<file path="src/hw/rtl/imht_pkg.sv">
// shared constants, types and command/status structs of the timer queue
// no dependencies
package imht_pkg;

   localparam int CAPACITY    = 64;
   localparam int ID_SPACE    = 1024;
   localparam int MS_W        = 32;
   localparam int TIME_BITS   = MS_W;
   localparam int MAX_RESULTS = 64;
   localparam int OP_W        = 3;
   localparam int KIND_W      = 2;
   localparam int IDX_W       = $clog2(CAPACITY);
   localparam int CNT_W       = $clog2(CAPACITY + 1);
   localparam int ID_W        = $clog2(ID_SPACE);
   localparam int K_W         = $clog2(MAX_RESULTS + 1);
   localparam int ENTRY_W     = ID_W + TIME_BITS;

   typedef logic [ID_W-1:0]      id_type;
   typedef logic [TIME_BITS-1:0] time_type;
   typedef logic [IDX_W-1:0]     idx_type;
   typedef logic [CNT_W-1:0]     cnt_type;
   typedef logic [K_W-1:0]       k_type;

   typedef struct packed {
      id_type   id;
      time_type exp;
   } entry_type;

   typedef enum logic [OP_W-1:0] {
      OP_ADD    = 3'd0,
      OP_ADJUST = 3'd1,
      OP_FIRE   = 3'd2,
      OP_TICK   = 3'd3,
      OP_NEXT   = 3'd4,
      OP_CLEAR  = 3'd5
   } op_type;

   typedef enum logic [KIND_W-1:0] {
      KIND_EVENT  = 2'd0,
      KIND_REPORT = 2'd1,
      KIND_DONE   = 2'd2,
      KIND_ERROR  = 2'd3
   } kind_type;

   typedef enum logic [4:0] {
      ST_IDLE, ST_LK_HEAP, ST_LK_CHK, ST_RM_A, ST_RM_B,
      ST_DN_A, ST_DN_B, ST_DN_C, ST_DN_END, ST_UP_A, ST_UP_B,
      ST_FIN, ST_POST, ST_TK_RD, ST_TK_CK, ST_TK_END, ST_GN_RD, ST_GN_RP
   } state_type;

   typedef enum logic [2:0] {
      RD_POS, RD_J, RD_J1, RD_PAR, RD_ROOT, RD_TAIL
   } rd_sel_type;

   typedef enum logic [1:0] { WS_BEST, WS_PARENT, WS_X } wsrc_type;

   typedef enum logic [2:0] {
      I_HOLD, I_BEST, I_PAR, I_POS, I_CNT, I_ROOT
   } i_sel_type;

   typedef enum logic [1:0] { CNT_HOLD, CNT_INC, CNT_DEC, CNT_CLR } cnt_op_type;
   typedef enum logic { XS_REQ, XS_RDATA } xsrc_type;
   typedef enum logic [1:0] { ES_ZERO, ES_PEND, ES_REQ } esrc_type;

   typedef struct packed {
      logic       accept;
      logic       rd_en;
      rd_sel_type rd_sel;
      logic       wr_en;
      wsrc_type   wsrc;
      i_sel_type  i_sel;
      logic       start_ld;
      cnt_op_type cnt_op;
      logic       x_ld;
      xsrc_type   xsrc;
      logic       c_ld;
      logic       pos_ld;
      logic       k_clr;
      logic       k_inc;
      logic       pend_clr;
      logic       pend_ld;
      logic       emit;
      kind_type   kind;
      esrc_type   esrc;
      logic       rem_rep;
      logic       last;
   } dp_cmd_type;

   typedef struct packed {
      logic [OP_W-1:0] op;
      logic present;
      logic full;
      logic tail;
      logic cnt_zero;
      logic cnt_gt1;
      logic j_ok;
      logic j1_ok;
      logic i_zero;
      logic child_win;
      logic parent_win;
      logic moved;
      logic due;
      logic k_ok;
      logic pend_v;
   } dp_status_type;

   // a before b as a signed difference
   function automatic logic earlier(time_type a, time_type b);
      time_type diff;
      diff = a - b;
      return diff[TIME_BITS-1];
   endfunction

endpackage

</file>
<file path="src/hw/rtl/imht_ctrl.sv">
// sequencer of the timer queue: lookup, sift down/up, removal, tick loop
// depends on imht_pkg
module imht_ctrl (
   input  logic                   clock,
   input  logic                   reset,
   input  logic                   start,
   output logic                   busy,
   input  imht_pkg::dp_status_type status,
   output imht_pkg::dp_cmd_type    cmd
);

   imht_pkg::state_type state_ff, state_in;

   always_ff @(posedge clock) begin
      if (reset) begin
         state_ff <= imht_pkg::ST_IDLE;
      end else begin
         state_ff <= state_in;
      end
   end

   assign busy = (state_ff != imht_pkg::ST_IDLE);

   // next state
   always_comb begin
      state_in = state_ff;
      unique case (state_ff)
         imht_pkg::ST_IDLE: begin
            if (start) state_in = imht_pkg::ST_LK_HEAP;
         end
         imht_pkg::ST_LK_HEAP: state_in = imht_pkg::ST_LK_CHK;
         imht_pkg::ST_LK_CHK: begin
            unique case (status.op) inside
               imht_pkg::OP_ADD: begin
                  if (status.present)   state_in = imht_pkg::ST_DN_A;
                  else if (status.full) state_in = imht_pkg::ST_IDLE;
                  else                  state_in = imht_pkg::ST_UP_A;
               end
               imht_pkg::OP_ADJUST: begin
                  if (status.present) state_in = imht_pkg::ST_DN_A;
                  else                state_in = imht_pkg::ST_IDLE;
               end
               imht_pkg::OP_FIRE: begin
                  // a slot map entry never written counts as absent
                  if (status.present) begin
                     if (status.tail) state_in = imht_pkg::ST_RM_A;
                     else             state_in = imht_pkg::ST_POST;
                  end else begin
                     state_in = imht_pkg::ST_IDLE;
                  end
               end
               imht_pkg::OP_TICK, imht_pkg::OP_NEXT: state_in = imht_pkg::ST_TK_RD;
               default: state_in = imht_pkg::ST_IDLE;
            endcase
         end
         imht_pkg::ST_RM_A: state_in = imht_pkg::ST_RM_B;
         imht_pkg::ST_RM_B: state_in = imht_pkg::ST_DN_A;
         imht_pkg::ST_DN_A: begin
            state_in = status.j_ok ? imht_pkg::ST_DN_B : imht_pkg::ST_DN_END;
         end
         imht_pkg::ST_DN_B: state_in = imht_pkg::ST_DN_C;
         imht_pkg::ST_DN_C: begin
            state_in = status.child_win ? imht_pkg::ST_DN_A : imht_pkg::ST_DN_END;
         end
         imht_pkg::ST_DN_END: begin
            state_in = status.moved ? imht_pkg::ST_FIN : imht_pkg::ST_UP_A;
         end
         imht_pkg::ST_UP_A: begin
            state_in = status.i_zero ? imht_pkg::ST_FIN : imht_pkg::ST_UP_B;
         end
         imht_pkg::ST_UP_B: begin
            state_in = status.parent_win ? imht_pkg::ST_UP_A : imht_pkg::ST_FIN;
         end
         imht_pkg::ST_FIN: state_in = imht_pkg::ST_POST;
         imht_pkg::ST_POST: begin
            if (status.op == imht_pkg::OP_TICK || status.op == imht_pkg::OP_NEXT) begin
               state_in = imht_pkg::ST_TK_RD;
            end else begin
               state_in = imht_pkg::ST_IDLE;
            end
         end
         imht_pkg::ST_TK_RD: begin
            if (status.cnt_zero || !status.k_ok) state_in = imht_pkg::ST_TK_END;
            else                                 state_in = imht_pkg::ST_TK_CK;
         end
         imht_pkg::ST_TK_CK: begin
            if (!status.due)         state_in = imht_pkg::ST_TK_END;
            else if (status.cnt_gt1) state_in = imht_pkg::ST_RM_A;
            else                     state_in = imht_pkg::ST_TK_RD;
         end
         imht_pkg::ST_TK_END: begin
            state_in = (status.op == imht_pkg::OP_NEXT) ? imht_pkg::ST_GN_RD
                                                         : imht_pkg::ST_IDLE;
         end
         imht_pkg::ST_GN_RD: state_in = imht_pkg::ST_GN_RP;
         imht_pkg::ST_GN_RP: state_in = imht_pkg::ST_IDLE;
         default: state_in = imht_pkg::ST_IDLE;
      endcase
   end

   // datapath commands
   always_comb begin
      cmd = '0;
      unique case (state_ff)
         imht_pkg::ST_IDLE: begin
            cmd.accept = start;
         end
         imht_pkg::ST_LK_HEAP: begin
            cmd.pos_ld = 1'b1;
            cmd.rd_en  = 1'b1;
            cmd.rd_sel = imht_pkg::RD_POS;
         end
         imht_pkg::ST_LK_CHK: begin
            unique case (status.op) inside
               imht_pkg::OP_ADD, imht_pkg::OP_ADJUST: begin
                  if (status.present) begin
                     cmd.x_ld     = 1'b1;
                     cmd.xsrc     = imht_pkg::XS_REQ;
                     cmd.i_sel    = imht_pkg::I_POS;
                     cmd.start_ld = 1'b1;
                  end else if (status.op == imht_pkg::OP_ADJUST || status.full) begin
                     cmd.emit = 1'b1;
                     cmd.kind = imht_pkg::KIND_ERROR;
                     cmd.last = 1'b1;
                  end else begin
                     cmd.x_ld     = 1'b1;
                     cmd.xsrc     = imht_pkg::XS_REQ;
                     cmd.i_sel    = imht_pkg::I_CNT;
                     cmd.start_ld = 1'b1;
                     cmd.cnt_op   = imht_pkg::CNT_INC;
                  end
               end
               imht_pkg::OP_FIRE: begin
                  if (status.present) begin
                     cmd.i_sel    = imht_pkg::I_POS;
                     cmd.start_ld = 1'b1;
                     if (!status.tail) cmd.cnt_op = imht_pkg::CNT_DEC;
                  end else begin
                     cmd.emit = 1'b1;
                     cmd.kind = imht_pkg::KIND_DONE;
                     cmd.last = 1'b1;
                  end
               end
               imht_pkg::OP_TICK, imht_pkg::OP_NEXT: begin
                  cmd.k_clr    = 1'b1;
                  cmd.pend_clr = 1'b1;
               end
               imht_pkg::OP_CLEAR: begin
                  cmd.cnt_op = imht_pkg::CNT_CLR;
                  cmd.emit   = 1'b1;
                  cmd.kind   = imht_pkg::KIND_DONE;
                  cmd.last   = 1'b1;
               end
               default: begin
                  cmd.emit = 1'b1;
                  cmd.kind = imht_pkg::KIND_ERROR;
                  cmd.last = 1'b1;
               end
            endcase
         end
         imht_pkg::ST_RM_A: begin
            cmd.rd_en  = 1'b1;
            cmd.rd_sel = imht_pkg::RD_TAIL;
            cmd.cnt_op = imht_pkg::CNT_DEC;
         end
         imht_pkg::ST_RM_B: begin
            cmd.x_ld = 1'b1;
            cmd.xsrc = imht_pkg::XS_RDATA;
         end
         imht_pkg::ST_DN_A: begin
            cmd.rd_en  = status.j_ok;
            cmd.rd_sel = imht_pkg::RD_J;
         end
         imht_pkg::ST_DN_B: begin
            cmd.c_ld   = 1'b1;
            cmd.rd_en  = status.j1_ok;
            cmd.rd_sel = imht_pkg::RD_J1;
         end
         imht_pkg::ST_DN_C: begin
            if (status.child_win) begin
               cmd.wr_en = 1'b1;
               cmd.wsrc  = imht_pkg::WS_BEST;
               cmd.i_sel = imht_pkg::I_BEST;
            end
         end
         imht_pkg::ST_DN_END: begin
         end
         imht_pkg::ST_UP_A: begin
            cmd.rd_en  = !status.i_zero;
            cmd.rd_sel = imht_pkg::RD_PAR;
         end
         imht_pkg::ST_UP_B: begin
            if (status.parent_win) begin
               cmd.wr_en = 1'b1;
               cmd.wsrc  = imht_pkg::WS_PARENT;
               cmd.i_sel = imht_pkg::I_PAR;
            end
         end
         imht_pkg::ST_FIN: begin
            cmd.wr_en = 1'b1;
            cmd.wsrc  = imht_pkg::WS_X;
         end
         imht_pkg::ST_POST: begin
            if (status.op == imht_pkg::OP_FIRE) begin
               cmd.emit = 1'b1;
               cmd.kind = imht_pkg::KIND_EVENT;
               cmd.esrc = imht_pkg::ES_REQ;
               cmd.last = 1'b1;
            end else if (status.op == imht_pkg::OP_ADD || status.op == imht_pkg::OP_ADJUST) begin
               cmd.emit = 1'b1;
               cmd.kind = imht_pkg::KIND_DONE;
               cmd.last = 1'b1;
            end
         end
         imht_pkg::ST_TK_RD: begin
            cmd.rd_en  = !(status.cnt_zero || !status.k_ok);
            cmd.rd_sel = imht_pkg::RD_ROOT;
         end
         imht_pkg::ST_TK_CK: begin
            if (status.due) begin
               // the previous pop is now known not to be the final beat
               cmd.emit     = status.pend_v;
               cmd.kind     = imht_pkg::KIND_EVENT;
               cmd.esrc     = imht_pkg::ES_PEND;
               cmd.pend_ld  = 1'b1;
               cmd.k_inc    = 1'b1;
               cmd.i_sel    = imht_pkg::I_ROOT;
               cmd.start_ld = 1'b1;
               if (!status.cnt_gt1) cmd.cnt_op = imht_pkg::CNT_DEC;
            end
         end
         imht_pkg::ST_TK_END: begin
            cmd.emit = 1'b1;
            if (status.op == imht_pkg::OP_NEXT) begin
               cmd.emit = status.pend_v;
               cmd.kind = imht_pkg::KIND_EVENT;
               cmd.esrc = imht_pkg::ES_PEND;
            end else if (status.pend_v) begin
               cmd.kind = imht_pkg::KIND_EVENT;
               cmd.esrc = imht_pkg::ES_PEND;
               cmd.last = 1'b1;
            end else begin
               cmd.kind = imht_pkg::KIND_DONE;
               cmd.last = 1'b1;
            end
         end
         imht_pkg::ST_GN_RD: begin
            cmd.rd_en  = 1'b1;
            cmd.rd_sel = imht_pkg::RD_ROOT;
         end
         imht_pkg::ST_GN_RP: begin
            cmd.emit    = 1'b1;
            cmd.kind    = imht_pkg::KIND_REPORT;
            cmd.rem_rep = 1'b1;
            cmd.last    = 1'b1;
         end
         default: begin
         end
      endcase
   end

endmodule

</file>
<file path="config.mk">
export PLATFORM = sky130hd
export DESIGN_NAME = imht_ctrl
export DESIGN_NICKNAME = d
export VERILOG_FILES = /design/src/hw/rtl/imht_pkg.sv /design/src/hw/rtl/imht_ctrl.sv
export SDC_FILE = /design/constraint.sdc
export NUM_CORES = 1
export LEC_CHECK = 0
export BUFFER_PORTS_ARGS = -buffer_cell sky130_fd_sc_hd__buf_4
export CAP_MARGIN = 5
export CORE_ASPECT_RATIO = 0.8
export CORE_MARGIN = 3
export CORE_UTILIZATION = 45
export CTS_BUF_LIST = sky130_fd_sc_hd__clkbuf_8
export DETAILED_ROUTE_END_ITERATION = 10
export PLACE_DENSITY = 0.79
export SLEW_MARGIN = 20
export SYNTH_ARGS = -nofsm -noshare
export SYNTH_HDL_FRONTEND = slang
export SYNTH_SLANG_ARGS = --single-unit
export TNS_END_PERCENT = 10
</file>
<file path="constraint.sdc">
create_clock -name clock -period 1.5 [get_ports clock]
set_clock_uncertainty 0.1 [all_clocks]
set_input_delay 0.075 -clock clock [delete_from_list [all_inputs] [get_ports clock]]
set_output_delay 0.075 -clock clock [all_outputs]
set_load 0.05 [all_outputs]
</file>
==> results.yml, run 1 <==
floorplan:
  pin_count: 50
  dieWidth_um: 62.8
  start_util_pct: 50.4
  fp-row-count: 15
  die_h_um: 51.5
clock_tree:
  cts.sinks: 5
  cts-root-buf: "clkbuf_8"
  clk_path_buf_depth: 2
  htreeDepth: 1
  numCtsBuffers: 3
outcome:
  error_line: "[ERROR DPL-0038] Utilization greater than 100%, impossible to legalize"
  flow.stopped_at: "global routing (5_1_grt)"
  outcome: "aborted with a tool error"
placement:
  dp_hpwl_um: 3800
  portBuffers: 49
  gp_congestion: 0.972
  place_area_um2: 1880
  dp.cells: 286
synth:
  ys_async_sr_fraction_pct: 0
  synth.cell_area_um2: 1160
  yosys.cell_types.count: 56
  synth_edf_count: 0
  synth_area_leaders: "dfxtp_1, nor2b_1, o21ai_0, nand2_1, nor2_1"
  synthAdderAreaFrac_pct: 0
  yosysSeqAreaShare_pct: 8.61
  syn-num-nets: 202
  ys_seq_elements: 5
  synth_xor_area_share_pct: 2.26
  synth-simple-area-share_pct: 43.3
  syn_avg_cell_area_um2: 6.39
  synth_top_cell_by_area: "dfxtp_1"
  synth_top_area_share_pct: 8.61
  ys.flop_type: "dfxtp_1"
  synthMuxAreaShare_pct: 2.58
  synth_top_family_by_area: "simple AND/OR/NAND/NOR gates"
  synth_compound_area_share_pct: 32.3
  yosysWarnings: 0
  syn-instance-count: 182
sta:
  worstEpCategory: "primary output"
  grt-worst-endpoint: "cmd[6]"
global_routing:
  grt_max_degree: 16
-- through the flow --
step	utilization [%]	setup WS, ns
4_1_cts	92.1	-0.360
3_5_place_dp	81.2	-0.287
3_3_place_gp	81.2	-0.232
2_1_floorplan	-	-0.399
-- logic make-up after synthesis --
logic type                count (synthesis)
and+or+nand+nor                          91
AOI/OAI and AO/OA                        54
xor gates and xnor gates                  3
buffers and inverters                    26
DFF                                       5
muxes                                     3
-- synth_stat cells, types with 2 or more instances --
library cell  instances
o2111ai_1             2
buf_2                 6
nor2b_1              16
nor2_1               17
a21oi_1               8
mux2i_1               3
nand2b_1              5
nor3b_1               2
o22ai_1               3
o31a_1                4
inv_1                 6
o31ai_1               3
nand4_1               3
and3_1                4
nor4_1                2
a31oi_1               2
nand3b_1              2
o21ai_0              13
or3_1                 2
nand2_1              17
buf_4                 4
nand3_1               8
dfxtp_1               5
clkbuf_1              8
a22o_1                2
nor3_1                4
xor2_1                2
-- repair_timing --
item | in CTS
gates resized for setup | 55
endpoints found under the setup margin | 35
hold buffers | 0
cloned | 0
setup buffers | 1
pin swaps | 11
==> run 2, diff against run 1 <==
--- a/config.mk
+++ b/config.mk
@@ -7,12 +7,10 @@
 export LEC_CHECK = 0
 export BUFFER_PORTS_ARGS = -buffer_cell sky130_fd_sc_hd__buf_4
 export CAP_MARGIN = 5
-export CORE_ASPECT_RATIO = 0.8
-export CORE_MARGIN = 3
-export CORE_UTILIZATION = 45
-export CTS_BUF_LIST = sky130_fd_sc_hd__clkbuf_8
+export CORE_AREA = 3 3 64 66
 export DETAILED_ROUTE_END_ITERATION = 10
-export PLACE_DENSITY = 0.79
+export DIE_AREA = 0 0 67 69
+export PLACE_DENSITY_LB_ADDON = 0.15
 export SLEW_MARGIN = 20
 export SYNTH_ARGS = -nofsm -noshare
 export SYNTH_HDL_FRONTEND = slang
==> constraint.sdc (replaced) <==
create_clock -name clock -period 1.95 [get_ports clock]
set_clock_uncertainty 0.1 [all_clocks]
set_input_delay 0.0975 -clock clock [delete_from_list [all_inputs] [get_ports clock]]
set_output_delay 0.0975 -clock clock [all_outputs]
set_load 0.05 [all_outputs]
==> run 2 against run 1 <==
Synthesized cell count unchanged. The flow now finishes without violations. Synthesized area unchanged.
==> results.yml, run 2 <==
sta:
  fmax_mhz: 513
  relSlewSlack_pct: 60.1
  tightest_slew_ns: 0.584
  finalCritPeriodShare_pct: 100
  worst_slack_ns: 0.000786
  grt_setup_unrepaired: "yes"
  finalSetupViolCount: 0
  maxSlewViolCount: 0
  hold_viol_final: 0
  fin_hold_ws_ns: 0.0623
  min_period_ns: 1.95
pwr:
  p_leak_nw: 0.868
  peakVddDrop_mv: 0.229
  power.total_mw: 0.801
  powerDensity_nw_per_um2: 428
global_routing:
  overflow: 0
  grt_max_degree: 22
  antenna_found_initial: 0
  grt_usage_pct: 19.2
  grt_pass1_vias: 1511
  grt_first_pass_wirelength_um: 7160
placement:
  portBuffers: 49
  dp_slack_ns: 0.115
  gp_congestion: 0.837
  dp.cells: 279
  dp_hpwl_um: 3190
  place_area_um2: 1670
synth:
  synth_top_cell_by_area: "dfxtp_1"
  synth_top_area_share_pct: 8.61
  syn_avg_cell_area_um2: 6.39
  ys.flop_type: "dfxtp_1"
  synth_area_leaders: "dfxtp_1, nor2b_1, o21ai_0, nand2_1, nor2_1"
  synth.cell_area_um2: 1160
  yosys.cell_types.count: 56
  syn-num-nets: 202
  syn-instance-count: 182
  ys_async_sr_fraction_pct: 0
  yosysSeqAreaShare_pct: 8.61
  ys_seq_elements: 5
  yosysWarnings: 0
  synth_edf_count: 0
  yosys-top-cells-count: "nand2_1, nor2_1, nor2b_1, o21ai_0"
critical_path:
  crit_path_frequent_cell: "buf_6"
  cp_max_fo: 8
  start_kind: "flip-flop"
  endpoint_kind: "primary output"
  cpPeakStageDelay_ns: 0.40
  cp_slowest_cell: "or3_4"
  crit_arrival_ns: 1.75
  r2r-start: "state_ff[1]"
  reg2reg_slack_ns: 0.16
  crit_family: "compound AO/OA/AOI/OAI gates"
  path_class: "flip-flop to primary output"
  crit_required_ns: 1.75
  worst-path-buf-inv: 2
  reg2reg_depth: 6
  path_cells: "buf_6 > or3_4 > o32a_1 > o21ai_2 > buf_6"
  r2r-end: "state_ff[2]"
clock_tree:
  cts.sinks: 5
  cts_tree: "done"
  clk_pin_slew_ns: 0.04
  htreeDepth: 1
  clk_path_buf_depth: 2
  cts-root-buf: "clkbuf_8"
  numCtsBuffers: 3
  cts_hold_buf: 0
  clock_latency_ns: 0.23
final_layout:
  num-nets-final: 261
  antennaDiodeCount: 0
  top_register: "state_ff"
  final_cell_mix: "buf_4, nor2_1, nor2b_1, nand2_1, o21ai_0"
  layout-drive-gt1-share_pct: 42.5
  largest_reg_flops: 5
  syn2layout_area_growth_pct: 61.1
  final_common_cell: "buf_4"
  fin_area_um2: 1870
  reg_top3: "state_ff (5)"
  fin_cells: 288
outcome:
  outcome: "completed"
detailed_routing:
  dr.pass1.iters: 4
  wl_per_cell_um: 15.4
  drt_iter0_drc: 60
  drc: 0
  ant_nets: 0
  vias: 1549
  drt_wl_total_um: 4440
  viasPerCell: 5.38
floorplan:
  fp-row-count: 22
  die_h_um: 69
  start_util_pct: 32.0
  dieArea_um2: 4620
  pin_count: 50
  core_um2: 3630
  dieWidth_um: 67
job:
  maxCapViolations: 0
hold_path:
  min_path_type: "primary input to flip-flop"
  hp-start: "reset"
  whs_endpoint: "state_ff[0]"
  min_path_cells: 3
run 2: cell counts after synthesis:
No cell type changed its count.
run 2: area by class of cell:
type,count,area [um2]
clock buffers,4,45.0
fillers,387,1760
inverters,6,22.5
multi-input cells,151,1020
flip-flops and latches,5,108
well taps,48,60.1
repair buffers,74,618
run 2: logic make-up after synthesis:
kind of cell	share of synthesized area, %
AO/OA/AOI/OAI	32.3
AND/OR/NAND/NOR	43.3
XOR/XNOR	2.26
flip-flops	8.61
multiplexers	2.58
buffers and inverters	11.0
run 2: worst reg2reg max path, stage by stage (launching register included):
cell and delay [ns]:
dfxtp_2 0.32, buf_6 0.13, buf_4 0.18, xor2_1 0.15, and3_1 0.20, a221o_1 0.28, o31a_1 0.32
run 2: worst max path at each step:
stage	startpoint	end	slack [ns]	cells past startpoint
final	state_ff[0]	cmd[5]	0.0008	5
after detailed placement	state_ff[0]	cmd[5]	0.11	5
after global placement	state_ff[0]	cmd[19]	0.09	5
after CTS	state_ff[4]	cmd[18]	-0.02	5
after floorplan	state_ff[3]	cmd[5]	-0.56	5
after global routing	state_ff[4]	cmd[18]	-0.06	6
run 2: stage by stage:
step           setup TNS [ns]  util, %
4_1_cts               -0.0971     48.8
3_5_place_dp                0     46.1
5_1_grt                -0.164     51.5
2_1_floorplan           -3.24        -
3_3_place_gp                0     46.1
6_report                    0     51.5
run 2: where the power goes:
part           total [mW]  internal (mW)  leakage (nW)  switching [mW]
Combinational       0.476          0.197         0.802           0.279
Sequential          0.124          0.111        0.0427          0.0125
Clock               0.201          0.141        0.0228          0.0602
run 2: what timing repair did:
| item | in CTS | in global routing |
|---|---|---|
| setup endpoints to repair | 7 | 15 |
| gates resized for setup | 14 | 21 |
| buffers inserted | 2 | 3 |
| pin swaps | 3 | 7 |
run 2: metal layers:
layer	track usage, %	share of wire (%)	vias up
met5	0	0	-
met3	3.58	5.5	11
met4	5.63	2.1	0
met1	26.8	46	708
li1	-	-	785
met2	29.4	47	45
Note: power is estimated with default switching activity, not from simulation.
==> run 3, diff against run 2 <==
==> constraint.sdc (replaced) <==
create_clock -name clock -period 1.95 [get_ports clock]
set_clock_uncertainty 0.1 [all_clocks]
set_input_delay 0.0975 -clock clock [delete_from_list [all_inputs] [get_ports clock]]
set_output_delay 0.0975 -clock clock [all_outputs]
set_load 0.1 [all_outputs]
==> run 3 against run 2 <==
The run now ends with setup timing left. Sequential share of layout area down 0.34 points. Power grew 15%. Largest cell class unchanged. Global-route usage down 1.0 points. Clock power about the same. Utilization rose by 3.9 points. Critical path type unchanged. Setup slack worse by 0.019 ns. First-iteration DRC count grew 47%. Highest routed layer unchanged.
==> results.yml, run 3 (same netlist as run 2, synthesis figures left out) <==
outcome:
  outcome: "finished, violations left"
  violations: "setup timing"
pwr:
  power.total_mw: 0.923
  p_clk_share_pct: 21.7
  peakVddDrop_mv: 0.313
  combPwrFrac_pct: 65.1
  switching_share_pct: 50.0
  powerDensity_nw_per_um2: 458
  p_leak_nw: 0.900
  power.switching_mw: 0.462
  pwr-share-seq_pct: 13.2
  p_int_mw: 0.461
critical_path:
  worst-path-buf-inv: 2
  endpoint_kind: "primary output"
  r2r-end: "state_ff[2]"
  path_cells: "buf_4 > or3_4 > o32a_1 > o21ai_2 > buf_12"
  crit_arrival_ns: 1.77
  cp_max_fo: 7
  crit_cells: 5
  start_kind: "flip-flop"
  path_class: "flip-flop to primary output"
  reg2reg_depth: 5
  crit_family: "compound AO/OA/AOI/OAI gates"
  reg2reg_slack_ns: 0.24
  cpPeakStageDelay_ns: 0.35
  crit_required_ns: 1.75
  cp_slowest_cell: "dfxtp_4"
  r2r-start: "state_ff[2]"
sta:
  maxSlewViolCount: 0
  fmax_mhz: 508
  worst_slack_ns: -0.0184
  fin_setup_tns_ns: -0.0184
  finalCritPeriodShare_pct: 101
  grt_setup_unrepaired: "yes"
  finalSetupViolCount: 1
  relSlewSlack_pct: 72.5
  tightest_slew_ns: 0.407
  min_period_ns: 1.97
  hold_viol_final: 0
clock_tree:
  numCtsBuffers: 3
  clock_latency_ns: 0.23
  htreeDepth: 1
  cts_hold_buf: 0
  cts_tree: "done"
  clk_path_buf_depth: 2
  cts.sinks: 5
  clk_pin_slew_ns: 0.04
  cts-root-buf: "clkbuf_8"
hold_path:
  min_path_cells: 3
  hp-start: "reset"
  whs_endpoint: "state_ff[3]"
  min_path_type: "primary input to flip-flop"
floorplan:
  dieWidth_um: 67
  die_h_um: 69
  start_util_pct: 32.0
  fp-row-count: 22
  pin_count: 50
  dieArea_um2: 4620
  core_um2: 3630
final_layout:
  fin_util_pct: 55.4
  final_cell_mix: "buf_4, nor2_1, nand2_1"
  largest_reg_flops: 5
  layout-drive-gt1-share_pct: 45.6
  fin_cells: 289
  num-fill-cells: 366
  reg_top3: "state_ff (5)"
  fin_area_um2: 2010
  top_register: "state_ff"
  syn2layout_area_growth_pct: 73.2
  num-nets-final: 262
  antennaDiodeCount: 0
  final_common_cell: "buf_4"
global_routing:
  antenna_found_initial: 0
  grt_max_degree: 22
  grt_usage_pct: 18.1
  grt_pass1_vias: 1417
  grt_first_pass_wirelength_um: 6720
  overflow: 0
placement:
  dp.cells: 279
  portBuffers: 49
  place_area_um2: 1750
  dp_hpwl_um: 3260
  gp_congestion: 0.872
detailed_routing:
  vias: 1544
  ant_nets: 0
  viasPerCell: 5.34
  wl_per_cell_um: 14.5
  drt_wl_total_um: 4180
  dr.pass1.iters: 4
  drc: 0
  drt_iter0_drc: 88
job:
  maxCapViolations: 0
## run 3: cell count changes in the layout (fill, tap and decap cells not counted), sizes merged
| cell | delta |
|---|---|
| clkinvlp | +1 |
| inv | -1 |
| buf | +1 |
## run 3: power groups by stage
stage | sequential [mW] | clock [mW] | combinational (mW)
final | 0.122 | 0.200 | 0.601
after global routing | 0.123 | 0.208 | 0.635
after CTS | 0.122 | 0.201 | 0.571
after detailed placement | 0.123 | 0 | 0.562
after global placement | 0.123 | 0 | 0.565
after floorplan | 0.119 | 0 | 0.421
## run 3: cell type report
type,instances,area [um2],share of cell area [%]
flip-flops and latches,5,109,5.41
inverters,6,26.3,1.31
repair buffers,75,697,34.6
multi-input cells,151,1080,53.4
clock buffers,4,45.0,2.24
well taps,48,60.1,2.98
## run 3: tightest hold or removal path, delay by kind of cell
| kind | cells | cell delay [ns] |
|---|---|---|
| AOI/OAI and AO/OA | 1 | 0.10 |
| buffers and inverters | 1 | 0.08 |
| and+or+nand+nor | 1 | 0.06 |
## run 3: through the flow
stage,hold WS [ns],worst slack [ns]
floorplan,0.178,-0.638
global placement,0.298,0.109
detailed placement,0.293,0.0748
CTS,0.0536,-0.0531
global route,0.0656,-0.0560
finish,0.0492,-0.0184
## run 3: per-layer routing
layer  track usage (%)  up-vias  share of wire, %
li1                  -      788                 -
met1              26.0      710                47
met2              27.9       42                46
met3              4.40        4               6.4
met4              2.03        0              0.53
met5                 0        -                 0
## run 3: timing repair
item	4_1_cts	5_1_grt
buffers inserted	0	6
gates resized for setup	16	29
pin swaps	1	7
setup endpoints to repair	12	17
## run 3: worst max path at each step
stage | startpoint | end | slack, ns
after global placement | state_ff[1] | cmd[18] | 0.11
final | state_ff[1] | cmd[5] | -0.02
after global routing | state_ff[1] | cmd[6] | -0.06
after CTS | state_ff[1] | cmd[18] | -0.05
after floorplan | state_ff[1] | cmd[6] | -0.64
after detailed placement | state_ff[1] | cmd[18] | 0.07
==> run 4, diff against run 3 <==
--- a/config.mk
+++ b/config.mk
@@ -10,7 +10,6 @@
 export CORE_AREA = 3 3 64 66
 export DETAILED_ROUTE_END_ITERATION = 10
 export DIE_AREA = 0 0 67 69
-export PLACE_DENSITY_LB_ADDON = 0.15
 export SLEW_MARGIN = 20
 export SYNTH_ARGS = -nofsm -noshare
 export SYNTH_HDL_FRONTEND = slang
==> run 4 against run 3 <==
Setup slack improved by 0.023 ns. Largest power group unchanged. The flow now finishes without violations. Register-to-register slack got worse by 0.05 ns. Power down 2.5%. Critical path depth unchanged. Routed wire length shrank 3.7%. Count of clock-buffer cells in the layout unchanged. Cell count is 3.1% lower.
==> results.yml, run 4 (same netlist as run 2, synthesis figures left out) <==
outcome:
  outcome: "completed"
detailed_routing:
  viasPerCell: 5.49
  dr.pass1.iters: 4
  vias: 1538
  drt_iter0_drc: 139
  ant_nets: 0
  wl_per_cell_um: 14.4
  drt_wl_total_um: 4020
  drc: 0
global_routing:
  grt_max_degree: 22
  antenna_found_initial: 0
  overflow: 0
  met2_usage_pct: 26.4
  grt_usage_pct: 17.6
  met1_usage_pct: 26.2
  busiest_layer: "met2"
  grt_pass1_vias: 1352
  grt_first_pass_wirelength_um: 6600
  grt_use_met3_pct: 0.977
floorplan:
  dieArea_um2: 4620
  die_h_um: 69
  fp-row-count: 22
  core_um2: 3630
  pin_count: 50
  dieWidth_um: 67
  start_util_pct: 32.0
placement:
  portBuffers: 49
  place_area_um2: 1710
  gp_congestion: 0.863
  dp_slack_ns: 0.0733
  dp_hpwl_um: 3170
sta:
  min_period_ns: 1.95
  hold_viol_final: 0
  finalCritPeriodShare_pct: 99.8
  fmax_mhz: 514
  relSlewSlack_pct: 71.4
  grt_setup_unrepaired: "yes"
  worst_slack_ns: 0.00456
  tightest_slew_ns: 0.419
  maxSlewViolCount: 0
  finalSetupViolCount: 0
critical_path:
  start_kind: "flip-flop"
  crit_arrival_ns: 1.75
  reg2reg_slack_ns: 0.19
  r2r-start: "state_ff[1]"
  endpoint_kind: "primary output"
  r2r-end: "state_ff[2]"
  crit_required_ns: 1.75
  reg2reg_depth: 6
  path_class: "flip-flop to primary output"
  cp_max_fo: 6
hold_path:
  min_path_type: "primary input to flip-flop"
  whs_endpoint: "state_ff[1]"
  hp-start: "reset"
  min_path_cells: 3
clock_tree:
  cts.sinks: 5
  clk_pin_slew_ns: 0.03
  cts-root-buf: "clkbuf_8"
  numCtsBuffers: 3
  cts_tree: "done"
  clock_latency_ns: 0.22
  clk_path_buf_depth: 2
  htreeDepth: 1
final_layout:
  largest_reg_flops: 5
  reg_top3: "state_ff (5)"
  multi_input_area_um2: 1070
  antennaDiodeCount: 0
  num-fill-cells: 370
  final_cell_mix: "buf_4, nor2_1, nand2_1"
  num-nets-final: 253
  seqCellArea_um2: 116
  syn2layout_area_growth_pct: 64.9
  top_register: "state_ff"
  layout-drive-gt1-share_pct: 43.5
  final_common_cell: "buf_4"
  fin_area_um2: 1920
  fin_util_pct: 52.8
pwr:
  powerDensity_nw_per_um2: 469
  peakVddDrop_mv: 0.178
  p_leak_nw: 0.854
  power.total_mw: 0.899
job:
  maxCapViolations: 0
run 4: cell types whose count changed in the layout (fill, tap and decap cells not counted), sizes merged:
cell	delta
buf	-9
run 4: layout make-up:
cell class,count,share of cell area [%]
Clock buffer,4,2.35
Inverter,6,1.37
Multi-Input combinational cell,151,55.8
Sequential cell,5,6.07
Tap cell,48,3.13
Timing Repair Buffer,66,31.3
run 4: worst max-delay path by stage:
stage / from / to / slack (ns)
6_report: state_ff[1] / cmd[18] / 0.005
5_1_grt: state_ff[1] / cmd[6] / -0.04
3_5_place_dp: state_ff[1] / cmd[18] / 0.07
2_1_floorplan: state_ff[1] / cmd[6] / -0.64
3_3_place_gp: state_ff[1] / cmd[18] / 0.02
4_1_cts: state_ff[2] / cmd[5] / -0.03
run 4: what timing repair did:
action | 4_1_cts | 5_1_grt
setup buffers | 0 | 2
hold buffers | 0 | 0
endpoints found under the setup margin | 11 | 21
gates cloned | 0 | 0
resized for setup | 13 | 27
pin swaps | 0 | 3
run 4: through the flow:
step / instances / TNS, ns / hold slack, ns
2_1_floorplan: 182 / -7.20 / 0.178
3_3_place_gp: 274 / 0 / 0.284
3_5_place_dp: 274 / 0 / 0.290
4_1_cts: 278 / -0.121 / 0.0543
5_1_grt: 280 / -0.0597 / 0.0608
6_report: 280 / 0 / 0.0560
run 4: where the power goes:
| part | switching (mW) | total, mW | internal (mW) |
|---|---|---|---|
| Combinational | 0.384 | 0.586 | 0.202 |
| Clock | 0.0479 | 0.188 | 0.140 |
| Sequential | 0.0170 | 0.126 | 0.109 |
run 4: routing by layer:
metal | vias to the layer above | share of wire [%]
li1 | 777 | -
met1 | 697 | 47
met2 | 59 | 46
met3 | 5 | 5.8
met4 | 0 | 1.2
met5 | - | 0
run 4: critical path, cell delays in order, from the launching register on:
cell and delay, ns:
dfxtp_4 0.37, nor2b_1 0.20, nand3_1 0.10, or4_4 0.56, nand3_2 0.11, buf_12 0.17
